--- config.mk ---
export PLATFORM = sky130hd
export DESIGN_NAME = login_lockout_table
export DESIGN_NICKNAME = d
export VERILOG_FILES = /design/src/sv/llt_pkg.sv /design/src/sv/llt_csr.sv /design/src/sv/llt_ctrl.sv /design/src/sv/llt_dp.sv /design/src/sv/login_lockout_table.sv
export VERILOG_INCLUDE_DIRS = /design/src /design/src/sv
export SDC_FILE = /design/constraint.sdc
export NUM_CORES = 2
export LEC_CHECK = 0
export ABC_AREA = 1
export BUFFER_PORTS_ARGS = -buffer_cell sky130_fd_sc_hd__buf_4
export CAP_MARGIN = 20
export CORE_MARGIN = 4
export CORE_UTILIZATION = 55
export CTS_CLUSTER_DIAMETER = 60
export CTS_CLUSTER_SIZE = 30
export DETAILED_ROUTE_END_ITERATION = 12
export HOLD_SLACK_MARGIN = 0.15
export PLACE_DENSITY = 0.74
export SETUP_SLACK_MARGIN = 0.2
export SYNTH_ARGS = -nofsm -noshare
export SYNTH_HDL_FRONTEND = slang
export SYNTH_HIERARCHICAL = 1
export SYNTH_SLANG_ARGS = --single-unit
--- constraint.sdc ---
create_clock -name clock -period 13.8 [get_ports clock]
set_clock_uncertainty 0.15 [all_clocks]
set_input_delay 1.38 -clock clock [delete_from_list [all_inputs] [get_ports clock]]
set_output_delay 1.38 -clock clock [all_outputs]
set_load 0.02 [all_outputs]
--- src/sv/login_lockout_table_defines.svh ---
// Assertion macros shared by the login lockout table RTL.
`ifndef LOGIN_LOCKOUT_TABLE_DEFINES_SVH
`define LOGIN_LOCKOUT_TABLE_DEFINES_SVH

// Same-cycle implication, checked on every clock edge outside reset.
`define LLT_ASSERT_NOW(label, ante, cons, msg) \
   label: assert property (@(posedge clock) disable iff (reset) (ante) |-> (cons)) \
      else $error(msg);

// Next-cycle implication.
`define LLT_ASSERT_NEXT(label, ante, cons, msg) \
   label: assert property (@(posedge clock) disable iff (reset) (ante) |=> (cons)) \
      else $error(msg);

`endif

--- src/sv/llt_pkg.sv ---
// Types, constants and codes for the login lockout table.
package llt_pkg;

   localparam int SLOT_COUNT = 4;
   localparam int IDX_W      = (SLOT_COUNT > 1) ? $clog2(SLOT_COUNT) : 1;

   localparam int KEY_W   = 32;
   localparam int TIME_W  = 32;
   localparam int FAIL_W  = 8;
   localparam int MAXF_W  = 8;
   localparam int BLOCK_W = 31;
   localparam int STAT_W  = 3;
   localparam int RETRY_W = 22;
   localparam int CSR_AW  = 3;
   localparam int CSR_DW  = 32;

   // x / 1000 == (x * RECIP_1000) >> RECIP_SHIFT for every 32-bit x
   localparam int RECIP_W     = 29;
   localparam int PROD_W      = TIME_W + RECIP_W;
   localparam int RECIP_SHIFT = 38;
   localparam logic [RECIP_W-1:0] RECIP_1000 = 29'h10624DD3;
   localparam logic [TIME_W-1:0]  ROUND_UP   = 32'd999;

   localparam logic [FAIL_W-1:0]  FAIL_SAT       = 8'd255;
   localparam logic [MAXF_W-1:0]  MAXF_RESET     = 8'd5;
   localparam logic [BLOCK_W-1:0] BLOCK_MS_RESET = 31'd60000;

   // register index = paddr bit 2
   localparam logic CSR_MAX_FAILURES = 1'b0;
   localparam logic CSR_BLOCK_MS     = 1'b1;

   localparam logic MODE_ATTEMPT = 1'b0;
   localparam logic MODE_CLEAR   = 1'b1;

   localparam logic [STAT_W-1:0] STATUS_GRANTED    = 3'd0;
   localparam logic [STAT_W-1:0] STATUS_LOCKED     = 3'd1;
   localparam logic [STAT_W-1:0] STATUS_BAD        = 3'd2;
   localparam logic [STAT_W-1:0] STATUS_BAD_LOCKED = 3'd3;
   localparam logic [STAT_W-1:0] STATUS_CLEARED    = 3'd4;

   typedef struct packed {
      logic              mode;
      logic [KEY_W-1:0]  client_key;
      logic [TIME_W-1:0] now_ms;
      logic              password_ok;
   } req_type;

   typedef struct packed {
      logic [STAT_W-1:0]  status;
      logic [RETRY_W-1:0] retry_after_s;
   } rsp_type;

   typedef struct packed {
      logic [MAXF_W-1:0]  max_failures;
      logic [BLOCK_W-1:0] block_ms;
   } cfg_type;

   typedef struct packed {
      logic [KEY_W-1:0]  key;
      logic [TIME_W-1:0] last_seen;
      logic [FAIL_W-1:0] fail_count;
      logic [TIME_W-1:0] blocked_until;
   } slot_type;

   // controller -> datapath
   typedef struct packed {
      logic             load;
      logic             clear;
      logic             step;
      logic             eval;
      logic             finish;
      logic [IDX_W-1:0] idx;
   } ctl_cmd_type;

   // datapath -> controller
   typedef struct packed {
      logic hit;
   } ctl_stat_type;

endpackage

--- src/sv/llt_csr.sv ---
// Configuration registers behind the APB-style port.
module llt_csr (
   input  logic                         clock,
   input  logic                         reset,
   input  logic                         psel,
   input  logic                         penable,
   input  logic                         pwrite,
   input  logic [llt_pkg::CSR_AW-1:0]   paddr,
   input  logic [llt_pkg::CSR_DW-1:0]   pwdata,
   output logic [llt_pkg::CSR_DW-1:0]   prdata,
   output logic                         pready,
   output llt_pkg::cfg_type             cfg
);

   logic [llt_pkg::MAXF_W-1:0]  max_failures_ff;
   logic [llt_pkg::BLOCK_W-1:0] block_ms_ff;
   logic                        wr_en;

   assign pready = 1'b1;
   assign wr_en  = psel & penable & pwrite;

   always_ff @(posedge clock) begin
      if (reset) begin
         max_failures_ff <= llt_pkg::MAXF_RESET;
         block_ms_ff     <= llt_pkg::BLOCK_MS_RESET;
      end else if (wr_en) begin
         case (paddr[2])
            llt_pkg::CSR_MAX_FAILURES: max_failures_ff <= pwdata[llt_pkg::MAXF_W-1:0];
            llt_pkg::CSR_BLOCK_MS:     block_ms_ff     <= pwdata[llt_pkg::BLOCK_W-1:0];
            default: ;
         endcase
      end
   end

   always_comb begin
      case (paddr[2])
         llt_pkg::CSR_MAX_FAILURES:
            prdata = {{(llt_pkg::CSR_DW-llt_pkg::MAXF_W){1'b0}}, max_failures_ff};
         llt_pkg::CSR_BLOCK_MS:
            prdata = {{(llt_pkg::CSR_DW-llt_pkg::BLOCK_W){1'b0}}, block_ms_ff};
         default:
            prdata = '0;
      endcase
   end

   assign cfg.max_failures = max_failures_ff;
   assign cfg.block_ms     = block_ms_ff;

endmodule

--- src/sv/llt_ctrl.sv ---
// Sequencer: an attempt scans the slots one per cycle up to a key match or the last slot, then evaluates and finishes.
`include "login_lockout_table_defines.svh"

module llt_ctrl (
   input  logic                   clock,
   input  logic                   reset,
   input  logic                   start,
   input  logic                   mode,
   output logic                   busy,
   input  llt_pkg::ctl_stat_type  stat,
   output llt_pkg::ctl_cmd_type   cmd
);

   typedef enum logic [1:0] {ST_IDLE, ST_SCAN, ST_EVAL, ST_MUL} state_type;

   state_type                 state_ff;
   logic [llt_pkg::IDX_W-1:0] idx_ff;
   logic                      accept;
   logic                      last;

   assign accept = start & (state_ff == ST_IDLE);
   assign last   = (idx_ff == llt_pkg::IDX_W'(llt_pkg::SLOT_COUNT - 1));
   assign busy   = (state_ff != ST_IDLE);

   always_ff @(posedge clock) begin
      if (reset) begin
         state_ff <= ST_IDLE;
         idx_ff   <= '0;
      end else begin
         case (state_ff)
            ST_IDLE: begin
               idx_ff <= '0;
               if (accept && mode == llt_pkg::MODE_ATTEMPT) state_ff <= ST_SCAN;
            end
            ST_SCAN: begin
               if (stat.hit || last) begin
                  state_ff <= ST_EVAL;
               end else begin
                  idx_ff <= idx_ff + 1'b1;
               end
            end
            ST_EVAL: state_ff <= ST_MUL;
            ST_MUL:  state_ff <= ST_IDLE;
            default: state_ff <= ST_IDLE;
         endcase
      end
   end

   assign cmd.load   = accept & (mode == llt_pkg::MODE_ATTEMPT);
   assign cmd.clear  = accept & (mode == llt_pkg::MODE_CLEAR);
   assign cmd.step   = (state_ff == ST_SCAN);
   assign cmd.eval   = (state_ff == ST_EVAL);
   assign cmd.finish = (state_ff == ST_MUL);
   assign cmd.idx    = idx_ff;

   `LLT_ASSERT_NEXT(a_scan_ends, (state_ff == ST_SCAN) && (stat.hit || last), state_ff == ST_EVAL, "scan did not end on hit or last slot")
   `LLT_ASSERT_NEXT(a_eval_to_mul, state_ff == ST_EVAL, state_ff == ST_MUL, "eval not followed by finish")
   `LLT_ASSERT_NEXT(a_scan_from_zero, cmd.load, (state_ff == ST_SCAN) && (idx_ff == '0), "scan did not start at slot zero")

endmodule

--- src/sv/llt_dp.sv ---
// Slot table, scan pick logic, lockout evaluation and the /1000 multiplier.
`include "login_lockout_table_defines.svh"

module llt_dp (
   input  logic                   clock,
   input  logic                   reset,
   input  llt_pkg::req_type       req_word,
   input  llt_pkg::cfg_type       cfg,
   input  llt_pkg::ctl_cmd_type   cmd,
   output llt_pkg::ctl_stat_type  stat,
   output logic                   rsp_strobe,
   output llt_pkg::rsp_type       rsp_word
);

   llt_pkg::slot_type table_ff [llt_pkg::SLOT_COUNT];

   logic [llt_pkg::KEY_W-1:0]   key_ff;
   logic [llt_pkg::TIME_W-1:0]  now_ff;
   logic                        ok_ff;
   logic [llt_pkg::IDX_W-1:0]   pick_ff;
   logic [llt_pkg::TIME_W-1:0]  pick_ls_ff;
   logic [llt_pkg::IDX_W-1:0]   sel_ff;
   logic                        found_ff;
   logic [llt_pkg::TIME_W-1:0]  num_ff;
   logic [llt_pkg::STAT_W-1:0]  status_ff;
   logic                        strobe_ff;
   llt_pkg::rsp_type            rsp_ff;

   logic [llt_pkg::IDX_W-1:0]   rd_addr;
   llt_pkg::slot_type           rd;
   logic                        hit;
   logic                        take;
   logic [llt_pkg::IDX_W-1:0]   pick_in;
   logic [llt_pkg::TIME_W-1:0]  pick_ls_in;

   llt_pkg::slot_type           ent;
   llt_pkg::slot_type           wr;
   logic                        blocked;
   logic [llt_pkg::TIME_W-1:0]  diff;
   logic                        locked;
   logic [llt_pkg::FAIL_W-1:0]  fc_base;
   logic [llt_pkg::FAIL_W-1:0]  fc_inc;
   logic [llt_pkg::TIME_W-1:0]  block_ext;
   logic [llt_pkg::TIME_W-1:0]  num_in;
   logic [llt_pkg::STAT_W-1:0]  status_in;
   logic [llt_pkg::PROD_W-1:0]  prod;

   // single read port: scan index while scanning, chosen slot in eval
   assign rd_addr  = cmd.eval ? sel_ff : cmd.idx;
   assign rd       = table_ff[rd_addr];
   assign hit      = (rd.key == key_ff);
   assign stat.hit = hit;

   // last empty slot wins, else smallest last-seen; slot zero seeds the pick
   assign take       = (cmd.idx == '0) || (rd.key == '0) || (rd.last_seen < pick_ls_ff);
   assign pick_in    = take ? cmd.idx : pick_ff;
   assign pick_ls_in = take ? rd.last_seen : pick_ls_ff;

   assign block_ext = {{(llt_pkg::TIME_W-llt_pkg::BLOCK_W){1'b0}}, cfg.block_ms};

   always_comb begin
      if (found_ff) begin
         ent = rd;
      end else begin
         ent = '0;
      end
      blocked = (ent.blocked_until != '0);
      diff    = ent.blocked_until - now_ff;
      locked  = blocked && (diff != '0) && !diff[llt_pkg::TIME_W-1];
      fc_base = blocked ? '0 : ent.fail_count;
      fc_inc  = (fc_base == llt_pkg::FAIL_SAT) ? fc_base : fc_base + 1'b1;

      wr.key           = key_ff;
      wr.last_seen     = now_ff;
      wr.fail_count    = '0;
      wr.blocked_until = '0;
      num_in           = '0;
      status_in        = llt_pkg::STATUS_GRANTED;

      if (locked) begin
         wr.fail_count    = ent.fail_count;
         wr.blocked_until = ent.blocked_until;
         num_in           = diff + llt_pkg::ROUND_UP;
         status_in        = llt_pkg::STATUS_LOCKED;
      end else if (!ok_ff) begin
         wr.fail_count = fc_inc;
         if (fc_inc >= cfg.max_failures) begin
            wr.blocked_until = now_ff + block_ext;
            num_in           = block_ext;
            status_in        = llt_pkg::STATUS_BAD_LOCKED;
         end else begin
            status_in = llt_pkg::STATUS_BAD;
         end
      end
   end

   assign prod = llt_pkg::PROD_W'(num_ff) * llt_pkg::PROD_W'(llt_pkg::RECIP_1000);

   always_ff @(posedge clock) begin
      if (reset) begin
         for (int i = 0; i < llt_pkg::SLOT_COUNT; i++) begin
            table_ff[i] <= '0;
         end
      end else if (cmd.clear) begin
         for (int i = 0; i < llt_pkg::SLOT_COUNT; i++) begin
            table_ff[i] <= '0;
         end
      end else if (cmd.eval) begin
         table_ff[sel_ff] <= wr;
      end
   end

   always_ff @(posedge clock) begin
      if (reset) begin
         strobe_ff <= 1'b0;
      end else begin
         strobe_ff <= cmd.finish | cmd.clear;
      end
   end

   always_ff @(posedge clock) begin
      if (cmd.load) begin
         key_ff <= req_word.client_key;
         now_ff <= req_word.now_ms;
         ok_ff  <= req_word.password_ok;
      end
      if (cmd.step) begin
         pick_ff    <= pick_in;
         pick_ls_ff <= pick_ls_in;
         sel_ff     <= hit ? cmd.idx : pick_in;
         found_ff   <= hit;
      end
      if (cmd.eval) begin
         num_ff    <= num_in;
         status_ff <= status_in;
      end
      if (cmd.clear) begin
         rsp_ff.status        <= llt_pkg::STATUS_CLEARED;
         rsp_ff.retry_after_s <= '0;
      end else if (cmd.finish) begin
         rsp_ff.status        <= status_ff;
         rsp_ff.retry_after_s <= prod[llt_pkg::RECIP_SHIFT +: llt_pkg::RETRY_W];
      end
   end

   assign rsp_strobe = strobe_ff;
   assign rsp_word   = rsp_ff;

   `LLT_ASSERT_NOW(a_strobe_cause, strobe_ff,
      $past(cmd.finish) || $past(cmd.clear), "result word without a finish or clear")
   `LLT_ASSERT_NEXT(a_clear_word, cmd.clear,
      (rsp_ff.status == llt_pkg::STATUS_CLEARED) && (rsp_ff.retry_after_s == '0),
      "clear word not reported")
   `LLT_ASSERT_NOW(a_one_source, cmd.clear,
      !(cmd.step || cmd.eval || cmd.finish), "clear overlaps an attempt in flight")

endmodule

--- src/sv/login_lockout_table.sv ---
// Top level of the login lockout table: configuration, sequencer and datapath.
//
// Usage:
//   Input channel: drive req_word and raise start; the word is taken at the
//   clock edge where start is high and busy is low. mode 0 is a login attempt,
//   mode 1 empties the whole slot table.
//   Result channel: rsp_strobe is high for one cycle with rsp_word (status,
//   retry_after_s); the receiver must take it in that cycle, there is no stall.
//   Config: APB-style, max_failures at 0x0, block_ms at 0x4, pready tied high;
//   write only while the block is idle.
// Sequence:
//   An attempt scans the slots one per cycle until the key matches or the last
//   slot is reached, then passes through an evaluation state and a state on the
//   /1000 multiplier before the strobe. busy stays high until the strobe cycle,
//   so the next word is taken only once the last attempt is through.
//   A clear word is done in the acceptance cycle; its strobe follows next cycle.
// Reset:
//   Synchronous reset empties all slots and loads max_failures 5, block_ms 60000.
module login_lockout_table (
   input  logic                         clock,
   input  logic                         reset,
   input  logic                         start,
   output logic                         busy,
   input  llt_pkg::req_type             req_word,
   output logic                         rsp_strobe,
   output llt_pkg::rsp_type             rsp_word,
   input  logic                         psel,
   input  logic                         penable,
   input  logic                         pwrite,
   input  logic [llt_pkg::CSR_AW-1:0]   paddr,
   input  logic [llt_pkg::CSR_DW-1:0]   pwdata,
   output logic [llt_pkg::CSR_DW-1:0]   prdata,
   output logic                         pready
);

   llt_pkg::cfg_type      cfg;
   llt_pkg::ctl_cmd_type  cmd;
   llt_pkg::ctl_stat_type stat;

   llt_csr u_csr (
      .clock   (clock),
      .reset   (reset),
      .psel    (psel),
      .penable (penable),
      .pwrite  (pwrite),
      .paddr   (paddr),
      .pwdata  (pwdata),
      .prdata  (prdata),
      .pready  (pready),
      .cfg     (cfg)
   );

   llt_ctrl u_ctrl (
      .clock (clock),
      .reset (reset),
      .start (start),
      .mode  (req_word.mode),
      .busy  (busy),
      .stat  (stat),
      .cmd   (cmd)
   );

   llt_dp u_dp (
      .clock      (clock),
      .reset      (reset),
      .req_word   (req_word),
      .cfg        (cfg),
      .cmd        (cmd),
      .stat       (stat),
      .rsp_strobe (rsp_strobe),
      .rsp_word   (rsp_word)
   );

endmodule

# Yosys cells after proc, flatten, opt, wreduce, memory -nomap -nowiden
# Memory sizes are Yosys's and may differ from the RTL's.
# Index checks and enable logic that the tools add are counted.
# totals
ramBits	416
reg_bits	206
wordCells	104
in_bits	107
mem_count	1
romBits	0
latchBits	0
output_inout_bits	60
# classes
shifts	0
n_div	0
bitwise	12
eq_ne	9
order_cmp	2
n_addsub	5
reduce_logical	21
mul	1
n_mux	36
# memory_table
name	words	width	rd	rd_clocked_by_memory_dff	write_ports	line_no	text
u_dp.table_ff	4	104	1	0	4	llt_dp.sv:15	llt_pkg::slot_type table_ff [llt_pkg::SLOT_COUNT];
# ops
op	n
$mux W104	5
$mux W40	3
$reduce_or A104 Y1	1
$mux W32	3
$pmux W32 S2	1
$reduce_bool A32 Y1	2
$mul A32 B29 Y60 const B	1
$add A32 B10 Y32 const B	1
$add A32 B31 Y32	1
$eq A32 B32 Y1	1
$logic_not A32 Y1	1
$lt A32 B32 Y1	1
$sub A32 B32 Y32	1
$mux W31	1
$mux W8	2
$mux W2	7
$mux W1	12
$reduce_and A2 Y1	5
$add A8 B1 Y8 const B	1
$eq A8 B8 Y1 const B	1
$ge A8 B8 Y1	1
$pmux W2 S4	1
$eq A2 B2 Y1 const B	3
$and A1 B1 Y1	5
13 further kinds	25

# Longest topological paths before layout
# An unclocked memory read counts as a cell.
# depth
ltp_word	13
depth_mapped	41
mapped_depth_nobuf	38

# Cells and area by module
# Netlist, hierarchy kept.
# modules_own_cells
module	area_per_inst_um2	instances	cells_per_inst
llt_dp	46025.4	1	5188
llt_csr	1904.3	1	313
llt_ctrl	287.8	1	38

# Worst setup path after synthesis
# OpenSTA, ideal clock, no wires.
# synth_path
kind	reg-to-reg
start	reg u_ctrl.state_ff[0]
end	reg u_dp/pick_ls_ff[0] (netlist bit) (enable)
arrival_ps	6273
path_stages_with_launch	23
synth_period_minus_slack_ps	6894
path_buffers	6
path_slack_ps	6906
required_ps	13180
cell_sequence	dfxtp_1 inv_1 ha_1 buf_4 nand2_1 o21ai_1 buf_2 buf_4 buf_2 buf_2 clkbuf_1 o21ai_0 o22ai_1 ha_1 a21oi_1 o21ai_0 nand3_1 nand2_1 nand2_1 a21oi_1 a211oi_1 nand2_1 a21boi_0
# synth_rtl
element	line_no	text
from (decl)	llt_ctrl.sv:16	state_type state_ff;
from (signal assigned)	llt_ctrl.sv:27	state_ff <= ST_IDLE;
from (signal assigned)	llt_ctrl.sv:33	if (accept && mode == llt_pkg::MODE_ATTEMPT) state_ff <= ST_SCAN;
from (signal assigned)	llt_ctrl.sv:37	state_ff <= ST_EVAL;
to (signal assigned)	llt_dp.sv:129	pick_ls_ff <= pick_ls_in;
to (decl)	llt_dp.sv:21	logic [llt_pkg::TIME_W-1:0] pick_ls_ff;

==> impl_metrics.csv <==
group,metric,value,unit
status,status,"finished, final reports clean",
clock_tree,root_buffer,"clkbuf_16",
floorplanning,start_util,55.5,%
synth,yosysSeqAreaShare,37.2,%
synth,synthArstFlopShare,0,%
final_layout,final_common_cell,"inv_1",
floorplanning,die_width,304,µm
worst_setup_path,crit_required,14.11,ns
route,dr.pass1.iters,6,
synth,yosysTopAreaCell,"edfxtp_1",
worst_setup_path,path_max_fanout,93,
floorplanning,pin_count,167,
global_routing,grt_pass1_vias,38000,
global_routing,grt_max_degree,94,
synth,avgSynthCellArea,8.71,µm²
synth,synthesis.area,48200,µm²
timing,tightestPinTransition,1.20,ns
worst_setup_path,cpPeakStageDelay,0.71,ns
route,vias,38100,
synth,synth-seq-cells,621,
route,ant_nets,0,
timing,fin_crit_sh,64.6,%
timing,rsz0062_at_grt,"no",
global_routing,grt_pass1_wl,207000,µm
worst_setup_path,crit_type,"reg -> reg",
worst_setup_path,cp_common_cell,"nand2_1",
worst_setup_path,critPathCaptureType,"flip-flop",
clock_tree,post_cts_buffers,0,
clock_tree,cts.clk_slew.worst_paths,0.09,ns
global_routing,busiest_layer,"met2",
clock_tree,clock_path_buffers,3,
global_routing,use_met3,4.03,%
synth,synth_cell_type_count,57,
clock_tree,clkLatencyLatePin,0.63,ns
final_layout,num-fill-cells,7432,
global_routing,overflow,0,
timing,fmax,0.112,GHz
floorplanning,die_h,304,µm
route,wl_per_cell,19.7,µm
placement,gp_congestion,0.966,
run,maxCapViolations,0,
timing,final.setup.tns,0,ns
route,drt-initial-drc-count,3420,
synth,synth_edf_count,552,
worst_setup_path,cp.arrival,9.23,ns
worst_setup_path,cpLargestDelayFamily,"simple AND/OR/NAND/NOR gates",
placement,hpwlAfterDp,98400,µm
clock_tree,cts.repair.resized,0,
route,via_per_inst,5.59,
synth,yosys_warnings,6,
clock_tree,cts_tree,"built",
min_path,hp-class,"reg -> reg",
floorplanning,die_area,92500,µm²
synth,synth-main-ff-cell,"edfxtp_1",
worst_setup_path,critPathBufInv,8,
synth,syn_inst,5539,
floorplanning,core_area,86900,µm²
global_routing,track_usage,28.6,%
global_routing,antenna_found_initial,2,
final_layout,syn_to_final_growth,8.45,%
synth,yosysTopAreaCellShare,34.4,%
clock_tree,cts-buffers-inserted,49,
global_routing,use_met2,49.7,%
route,remaining_drc_errors,0,
worst_setup_path,start_kind,"flip-flop",
final_layout,drive_above_1_share,5.74,%
placement,numPortBuffers,161,
synth,synthesis.nets,6441,
timing,slew_violations,0,
clock_tree,hold_buffers,0,
synth,synthTopCellsByArea,"edfxtp_1 34%, ha_1 13%, fa_1 12%",
final_layout,final_core_util,60.2,%
timing,finalSetupViolations,0,
worst_setup_path,worst_path_max_delay_cell,"nand2_8",
global_routing,use_met1,35.7,%
timing,min_period,8.91,ns
floorplanning,rows,108,
clock_tree,cts_sinks,621,
route,routed_wl,135000,µm
final_layout,final_cell_mix,"1096 x inv_1, 975 x nand2_1, 673 x nor2_1",
timing,max-slew-margin-rel,20.2,%
clock_tree,htreeDepth,2,
final_layout,nets,6527,
timing,final-hold-violation-count,0,
-- final cells by class --
type / instances / area, µm² / share of cell area, %
multi-input cells: 3658 / 25400 / 48.7
flip-flops and latches: 621 / 18000 / 34.3
inverters: 1104 / 4150 / 7.94
repair buffers: 191 / 1500 / 2.86
well taps: 1155 / 1450 / 2.76
clock buffers: 51 / 1230 / 2.36
clock inverters: 39 / 554 / 1.06
diodes: 1 / 2.50 / 0.00479
-- path summary, 6_finish.rpt --
| kind | depth (start not counted) | slack, ns | start | end |
|---|---|---|---|---|
| hold / removal | 2 | 0.30 | u_dp/rsp_word[24]$_SDFFE_PP1P_ | u_dp/rsp_word[24]$_SDFFE_PP1P_ |
| hold reg to reg | 2 | 0.30 | u_dp/rsp_word[24]$_SDFFE_PP1P_ | u_dp/rsp_word[24]$_SDFFE_PP1P_ |
| setup reg to reg | 38 | 4.89 | u_ctrl/state_ff[0]$_SDFFE_PP0P_ | u_dp/table_ff[1][28]$_SDFFCE_PN0P_ |
| setup / recovery | 38 | 4.89 | u_ctrl/state_ff[0]$_SDFFE_PP0P_ | u_dp/table_ff[1][28]$_SDFFCE_PN0P_ |
-- metal layers --
metal | vias up | share of wire, % | wire length (µm)
met3 | 308 | 8.0 | 10700
met5 | - | 0 | 0
met4 | 0 | 5.0 | 6670
met2 | 1607 | 48 | 65000
li1 | 18000 | - | -
met1 | 18200 | 39 | 52200
-- logic make-up (layout without fill, tap and decap cells) --
group	count (synthesis)	after routing	share of synthesized area [%]
simple gates	2057	2057	17.5
xor+xnor	88	88	1.61
flops	621	621	37.2
buf+inv	1260	1385	10.1
fa+ha+maj	795	795	25.3
other cells	2	3	0.0156
compound gates	716	716	8.17
-- registers in the layout (all words and copies together), names as in the netlist, 2 cells and up --
signal,cells
u_csr/block_ms_ff,31
u_csr/max_failures_ff,8
u_ctrl/idx_ff,2
u_ctrl/state_ff,2
u_dp/key_ff,32
u_dp/now_ff,32
u_dp/num_ff,32
u_dp/pick_ff,2
u_dp/pick_ls_ff,32
u_dp/rsp_word,25
u_dp/sel_ff,2
u_dp/status_ff,2
u_dp/table_ff,416
-- worst min-delay path, stage by stage, from the launching register on --
cell	delay, ns
dfxtp_1	0.32
nand2_1	0.06
nand2_1	0.04
-- cells in the mapped netlist, types with 14 or more instances --
master,number
nor3_1,32
o22ai_1,31
buf_2,44
xnor2_1,16
nand2_1,979
clkbuf_1,80
edfxtp_1,552
xor2_1,71
nor2_1,673
o21bai_1,17
nand3b_1,17
o21ai_0,214
fa_1,300
nand3_1,267
dfxtp_1,69
ha_1,495
o21ai_1,14
o211ai_1,18
o21a_1,14
nand4_1,35
buf_4,23
a21oi_1,342
inv_1,1096
-- per-stage QoR --
step                area, µm²  hold WS [ns]  setup WS (ns)  cells
global route            52300         0.331           4.30   6819
detailed placement      50400         0.296           5.08   6726
global placement        50400         0.285           5.32   6725
finish                  52300         0.302           4.89   6820
floorplan               48200         0.297           6.91   5539
CTS                     52200         0.308           5.02   6816
Power is not shown: default switching activity piles up to over one toggle a cycle in this logic, so the estimate is an artifact.
